**config.mk**
```make
export PLATFORM = sky130hd
export DESIGN_NAME = rau_divider
export DESIGN_NICKNAME = d
export VERILOG_FILES = /design/src/hdl/rau_pkg.sv /design/src/hdl/rau_divider.sv
export VERILOG_INCLUDE_DIRS = /design/src /design/src/hdl
export SDC_FILE = /design/constraint.sdc
export NUM_CORES = 1
export LEC_CHECK = 0
export BUFFER_PORTS_ARGS = -buffer_cell sky130_fd_sc_hd__buf_2
export CAP_MARGIN = 20
export CORE_ASPECT_RATIO = 0.7
export CORE_MARGIN = 2
export CORE_UTILIZATION = 45
export CTS_CLUSTER_SIZE = 30
export DETAILED_ROUTE_END_ITERATION = 16
export PLACE_DENSITY_LB_ADDON = 0.05
export SYNTH_ARGS = -nofsm -noshare
export SYNTH_HDL_FRONTEND = slang
export SYNTH_SLANG_ARGS = --single-unit
```
**constraint.sdc**
```tcl
create_clock -name clk -period 3.74 [get_ports clk]
set_clock_uncertainty 0.05 [all_clocks]
set_input_delay 0.748 -clock clk [delete_from_list [all_inputs] [get_ports clk]]
set_output_delay 0.748 -clock clk [all_outputs]
set_load 0.005 [all_outputs]
```
**src/hdl/rational_arith_unit_macros.svh**
```systemverilog
// Assertion macros shared by the rational arithmetic unit.
`ifndef RATIONAL_ARITH_UNIT_MACROS_SVH
`define RATIONAL_ARITH_UNIT_MACROS_SVH
// Assert that a property holds at every rising clock edge outside reset.
`define RAU_ASSERT(label, prop, msg) \
	label: assert property (@(posedge clk) disable iff (!arst_n) (prop)) else $error(msg);
// Assert that a condition implies a consequent in the next cycle.
`define RAU_ASSERT_NEXT(label, cond, cons, msg) \
	label: assert property (@(posedge clk) disable iff (!arst_n) (cond) |=> (cons)) else $error(msg);
`endif

```
**src/hdl/rau_pkg.sv**
```systemverilog
//------------------------------------------------------------------------------
// rau_pkg
// Shared constants and types of the rational arithmetic unit.
//------------------------------------------------------------------------------
`default_nettype none
package rau_pkg;
	localparam int W = 32;
	localparam int MW = 2 * W;
	localparam logic [MW-1:0] LIMIT = MW'(1) << (W - 1);

	typedef enum logic [2:0] {
		ACT_NORM = 3'd0,
		ACT_ADD  = 3'd1,
		ACT_SUB  = 3'd2,
		ACT_MUL  = 3'd3,
		ACT_DIV  = 3'd4,
		ACT_CMP  = 3'd5,
		ACT_SPLIT = 3'd6,
		ACT_NONE = 3'd7
	} action_t;

	typedef enum logic [1:0] {
		ST_OK   = 2'd0,
		ST_ZERO = 2'd1,
		ST_OVF  = 2'd2
	} status_t;

	// Sequencer states of the top level.
	typedef enum logic [3:0] {
		S_IDLE, S_LOADB, S_GCD_GO, S_GCD_WT, S_DN_GO, S_DN_WT, S_DD_GO, S_DD_WT,
		S_MUL1, S_MUL2, S_COMB, S_SPL_GO, S_SPL_WT, S_FIN, S_OUT
	} state_t;

	// Command and status between the sequencer and the divider.
	typedef struct packed {
		logic          start;
		logic [MW-1:0] dividend;
		logic [MW-1:0] divisor;
	} div_req_t;

	typedef struct packed {
		logic          busy;
		logic          done;
		logic [MW-1:0] quot;
		logic [MW-1:0] rem;
	} div_rsp_t;
endpackage
`default_nettype wire

```
**src/hdl/rau_divider.sv**
```systemverilog
//------------------------------------------------------------------------------
// rau_divider
// Radix-2 restoring divider, one quotient bit per cycle, 64-bit operands.
//------------------------------------------------------------------------------
`default_nettype none
`include "rational_arith_unit_macros.svh"
module rau_divider import rau_pkg::*; (
	input  wire logic     clk,
	input  wire logic     arst_n,
	input  wire div_req_t req,
	output div_rsp_t      rsp
);
	logic [MW-1:0] quot_q, rem_q, dvs_q;
	logic [6:0] cnt_q;
	logic busy_q, done_q;
	logic [MW:0] trial;
	logic [MW:0] shifted;

	assign shifted = {rem_q, quot_q[MW-1]};
	assign trial = shifted - {1'b0, dvs_q};

	always_ff @(posedge clk or negedge arst_n) begin
		if (!arst_n) begin
			busy_q <= 1'b0;
			done_q <= 1'b0;
			cnt_q <= '0;
		end else begin
			done_q <= 1'b0;
			if (req.start && !busy_q) begin
				busy_q <= 1'b1;
				cnt_q <= 7'(MW);
			end else if (busy_q) begin
				cnt_q <= cnt_q - 7'd1;
				if (cnt_q == 7'd1) begin
					busy_q <= 1'b0;
					done_q <= 1'b1;
				end
			end
		end
	end

	always_ff @(posedge clk) begin
		if (req.start && !busy_q) begin
			quot_q <= req.dividend;
			rem_q <= '0;
			dvs_q <= req.divisor;
		end else if (busy_q) begin
			if (!trial[MW]) begin
				rem_q <= trial[MW-1:0];
				quot_q <= {quot_q[MW-2:0], 1'b1};
			end else begin
				rem_q <= shifted[MW-1:0];
				quot_q <= {quot_q[MW-2:0], 1'b0};
			end
		end
	end

	assign rsp.busy = busy_q;
	assign rsp.done = done_q;
	assign rsp.quot = quot_q;
	assign rsp.rem = rem_q;

	`RAU_ASSERT(a_div_done_one, !(busy_q && done_q), "divider done while busy")
	`RAU_ASSERT_NEXT(a_div_start, req.start && !busy_q, busy_q, "divider failed to start")
	`RAU_ASSERT(a_div_cnt, !busy_q || (cnt_q != 7'd0 && cnt_q <= 7'(MW)), "divider count out of range")
endmodule
`default_nettype wire

```
## Yosys cells after proc, flatten, opt, wreduce, memory -nomap -nowiden

Index checks and enable logic that the tools add are counted.

| storage, ports and cells | value |
|---|---|
| register bits | 201 |
| output and inout port bits | 130 |
| word-level logic and storage cells | 24 |

| cells by class | value |
|---|---|
| add/sub/neg operators | 2 |
| equal/unequal tests | 1 |
| muxes and demuxes | 12 |
| reduce and logical (&&, ||, !) cells | 3 |

Operator list:

| kind | number |
|---|---|
| 2-to-1 mux 64 bit | 3 |
| subtractor 65 x 64 -> 65 bit | 1 |
| 2-to-1 mux 7 bit | 2 |
| == test 7 x 1 -> 1 bit (second input constant) | 1 |
| 2-to-1 mux 1 bit | 7 |
| subtractor 7 x 1 -> 7 bit (second input constant) | 1 |
| nonzero test 2 bit | 1 |
| logical AND 1 bit | 1 |
| zero test 1 bit | 1 |

## Depth between registers and ports, before layout

| logic depth | value |
|---|---|
| word-level depth | 4 |
| mapped depth | 15 |
| depth with buffers taken out | 13 |

## Worst setup path after synthesis

No wires, ideal clock.

| timing | value |
|---|---|
| kind | reg-to-reg |
| from | reg quot_q[63] |
| to | reg rem_q[10] |
| library setup time | 0.122 ns |
| data arrival time | 3.220 ns |
| required time | 3.568 ns |
| path slack | 0.348 ns |
| stages on the path, launching flop included | 16 |
| path buffers | 2 |
| period minus slack after synthesis | 3.392 ns |
| path through | edfxtp_1 > inv_1 > ha_1 > fa_1 > nand2b_1 > a21o_1 > a211oi_1 > o2111a_1 > o31ai_2 > o311a_4 > o31ai_4 > xnor2_1 > buf_2 > buf_4 > nor3_1 > a221o_1 |

| on the way | value |
|---|---|
| cells in the longest elaborated chain, start to end | 2 |

RTL lines:

| what | RTL line | RTL |
|---|---|---|
| start, declared | rau_divider.sv:13 | `logic [MW-1:0] quot_q, rem_q, dvs_q;` |
| start signal, assigned | rau_divider.sv:44 | `quot_q <= req.dividend;` |
| start signal, assigned | rau_divider.sv:50 | `quot_q <= {quot_q[MW-2:0], 1'b1};` |
| start signal, assigned | rau_divider.sv:53 | `quot_q <= {quot_q[MW-2:0], 1'b0};` |
| subtractor 65 x 64 -> 65 bit | rau_divider.sv:20 | `assign trial = shifted - {1'b0, dvs_q};` |
| 2-to-1 mux 64 bit | rau_divider.sv:48 | `if (!trial[MW]) begin` |
| end signal, assigned | rau_divider.sv:49 | `rem_q <= trial[MW-1:0];` |
| end signal, assigned | rau_divider.sv:52 | `rem_q <= shifted[MW-1:0];` |
| end, declared | rau_divider.sv:13 |  |

No other way between the ends.
A chain may end at the register's enable or synchronous reset.

## Final worst setup path

| timing | value |
|---|---|
| from | reg quot_q[63] |
| to | reg rem_q[9] |

The elaborated chain is that of the path after synthesis.

==> results.py <==
metrics = {
    "critical_path": {
        "cp_num_buf_inv": 1,
        "worstPathArrival_ps": 3970,
        "path_cells": "inv_1 -> ha_1 -> fa_2 -> nand2b_1 -> a21o_1 -> a211oi_2 -> o2111a_1 -> o31ai_2 -> o311a_4 -> o31ai_4 -> xor2_1 -> nor2_2 -> a221o_1",
        "timing.rr.start": "quot_q[63]",
        "crit_cells": 13,
        "critPathRequiredTime_ps": 4090,
        "critPathLaunch": "quot_q[63]",
        "end_kind": "register",
        "r2r_end": "rem_q[9]",
        "cpMaxStageDelayCell": "a221o_1",
        "start_kind": "register",
        "rr_worst_depth": 13,
        "crit_fanout": 11,
        "max_stage_delay_ps": 360,
        "reg2reg_slack_ps": 110,
        "crit_family": "compound AO/OA/AOI/OAI gates",
        "worstSetupEndpoint": "rem_q[9]",
        "critical_path_class": "register to register",
    },
    "floorplan": {
        "io_pins": 261,
        "start_util_pct": 45.6,
        "dieArea_um2": 27200,
        "fp.dieH_um": 139,
        "row_count": 49,
        "fp.dieW_um": 196,
        "core_area_um2": 25600,
    },
    "timing": {
        "min_period_ps": 3630,
        "worstMarginPinSlew_ps": 754,
        "whs_ps": 19.1,
        "max_slew_margin_pct": 49.7,
        "setup_slack_ps": 114,
        "finalHoldViolations": 0,
        "rsz0062_at_grt": "true",
        "timing.final.crit_share_pct": 97.0,
        "setup_viol_count_final": 0,
        "maxSlewViolCount": 0,
        "max_freq_ghz": 0.276,
    },
    "clock_network": {
        "cts-root-buf": "clkbuf_16",
        "worstSkewPairLatency_ps": 520,
        "cts_sinks": 201,
        "htreeDepth": 1,
        "clock_path_buffers": 3,
        "cts_tree": "built",
        "clk_pin_slew_ps": 60,
        "cts_buffers": 22,
    },
    "logic_synthesis": {
        "synth_edf_count": 128,
        "syn-num-nets": 1488,
        "yosysSeqAreaShare_pct": 45.9,
        "synth_area_leaders": "edfxtp_1, dfxtp_1, nand2_1",
        "ys_warn_count": 0,
        "synth_ff_type": "edfxtp_1",
        "yosysUniqueCellTypes": 64,
        "avgSynthCellArea_um2": 9.03,
        "synthArstFlopShare_pct": 4.48,
        "syn-cell-area_um2": 11600,
        "synth_top_area_share_pct": 33.0,
        "syn_inst": 1290,
        "synth_top_area_cell": "edfxtp_1",
        "synth-seq-cells": 201,
    },
    "placed_design": {
        "dp_hpwl_um": 24900,
        "dpl_worst_slack_ps": -287,
        "dpl.cell_count": 1846,
        "place.gp.congestion": 0.930,
        "io_buffers": 260,
    },
    "routing": {
        "vias_per_cell": 5.51,
        "drcViolationCount": 0,
        "antenna_left": 0,
        "num_vias": 10429,
        "wirelength_um": 34000,
        "wl_per_cell_um": 18.0,
        "dr.pass1.iters": 5,
        "drt_iter0_markers": 865,
    },
    "layout": {
        "num-nets-final": 1741,
        "multiInputGateArea_um2": 5670,
        "utilization_pct": 55.5,
        "layout.area.seq_um2": 5350,
        "drive_above_1_share_pct": 22.9,
        "fin_cells": 1892,
        "synthToLayoutAreaGrowth_pct": 21.8,
        "nFillCells": 2394,
    },
    "grt": {
        "antenna_found_initial": 2,
        "grt_pass1_wl_um": 53900,
        "globalRoute.totalOverflow": 0,
        "grt_max_degree": 66,
        "grt_usage_pct": 24.6,
        "grt_pass1_vias": 9662,
    },
    "job": {
        "maxCapViolations": 0,
    },
    "hold_path": {
        "hp-class": "primary input to asynchronous set/reset pin",
    },
    "outcome": {
        "outcome": "finished, final reports clean",
    },
    "power": {
        "leakagePower_nw": 6.53,
        "power.density_nw_per_um2": 955,
        "ir_drop_mv": 0.492,
    },
}
Yosys cell counts (8+ instances only):
cell type,number
ha_1,66
nor2_1,34
a211oi_1,8
a221o_1,13
buf_1,8
a32oi_1,12
buf_2,18
xor2_1,28
a31oi_1,10
o311ai_1,15
o21ai_0,40
edfxtp_1,128
inv_1,91
clkbuf_1,45
o21ai_1,8
xnor2_1,34
nand2_1,300
dfrtp_1,9
a21oi_1,74
dfxtp_1,64
o21bai_1,11
o311ai_0,15
a21o_1,32
nor3_1,24
nand3_1,71
o211ai_1,15
nand4_1,23
layer usage:
metal  up-vias  track usage (%)  wire length [um]
met1      4921             39.4             17400
met5         -                0                 0
li1       5127                -                 -
met4         0             5.26               626
met2       337             34.1             13800
met3        44             4.55              2170
worst reg2reg max path, delay by kind of cell, from the launching register on:
kind,cells,cell delay [ps]
buffers and inverters,1,50
DFF,1,350
AOI/OAI and AO/OA,7,1840
and+or+nand+nor,2,370
adders and majority gates,2,570
xor gates and xnor gates,1,290
layout by cell type (no fill, tap or decap), drive strengths merged, types with 12 or more instances in the layout:
| cell type | instances |
|---|---|
| nand4 | 23 |
| nor3 | 24 |
| a21o | 32 |
| edfxtp | 128 |
| nand3 | 71 |
| o211ai | 15 |
| inv | 91 |
| o21ai | 48 |
| xnor2 | 34 |
| nand2 | 300 |
| a32oi | 12 |
| dfxtp | 64 |
| o311ai | 30 |
| ha | 66 |
| a221o | 13 |
| xor2 | 28 |
| nor2 | 35 |
| clkbuf | 35 |
| buf | 304 |
| a21oi | 74 |
repair_timing:
action / in CTS / in global routing
setup buffers: 3 / 1
setup endpoints to repair: 47 / 53
hold buffers: 0 / 0
gates resized for setup: 4 / 4
area by class of cell:
cell class | count | share of cell area (%)
well taps | 331 | 2.92
diodes | 2 | 0.0353
repair buffers | 304 | 11.9
multi-input cells | 922 | 40.0
inverters | 92 | 2.45
clock buffers | 35 | 4.59
flip-flops and latches | 201 | 37.7
clock inverters | 5 | 0.353
where the power goes:
group	switching [mW]	internal, mW
Clock	0.904	1.26
Combinational	4.13	3.20
Sequential	0.680	3.37
logic make-up after synthesis:
logic type	share of synthesized area [%]
XOR/XNOR	4.66
buffers and inverters	5.68
AO/OA/AOI/OAI	18.0
flip-flops	45.9
AND/OR/NAND/NOR	18.4
adder cells (fa/ha/maj)	7.26
multiplexers	0.0859
worst min path at each step:
stage	startpoint	endpoint	cells after the start
detailed placement	cnt_q[5]	cnt_q[5]	1
CTS	arst_n	cnt_q[3]	1
global route	arst_n	done_q	1
floorplan	arst_n	busy_q	0
global placement	cnt_q[5]	cnt_q[5]	1
finish	arst_n	cnt_q[3]	1
through the flow:
stage / setup TNS (ps) / power (mW) / area, um2
4_1_cts: 0 / 13.5 / 14200
3_3_place_gp: -2490 / 11.1 / 13400
5_1_grt: -478 / 14.6 / 14200
3_5_place_dp: -4480 / 11.2 / 13400
2_1_floorplan: 0 / 8.70 / 11600
6_report: 0 / 13.5 / 14200
sequential cells by signal (all words and copies together) (netlist names):
signal and flops:
quot_q 64, done_q 1, dvs_q 64, rem_q 64
cnt_q 7, busy_q 1
(Power assumes the default switching activity.)
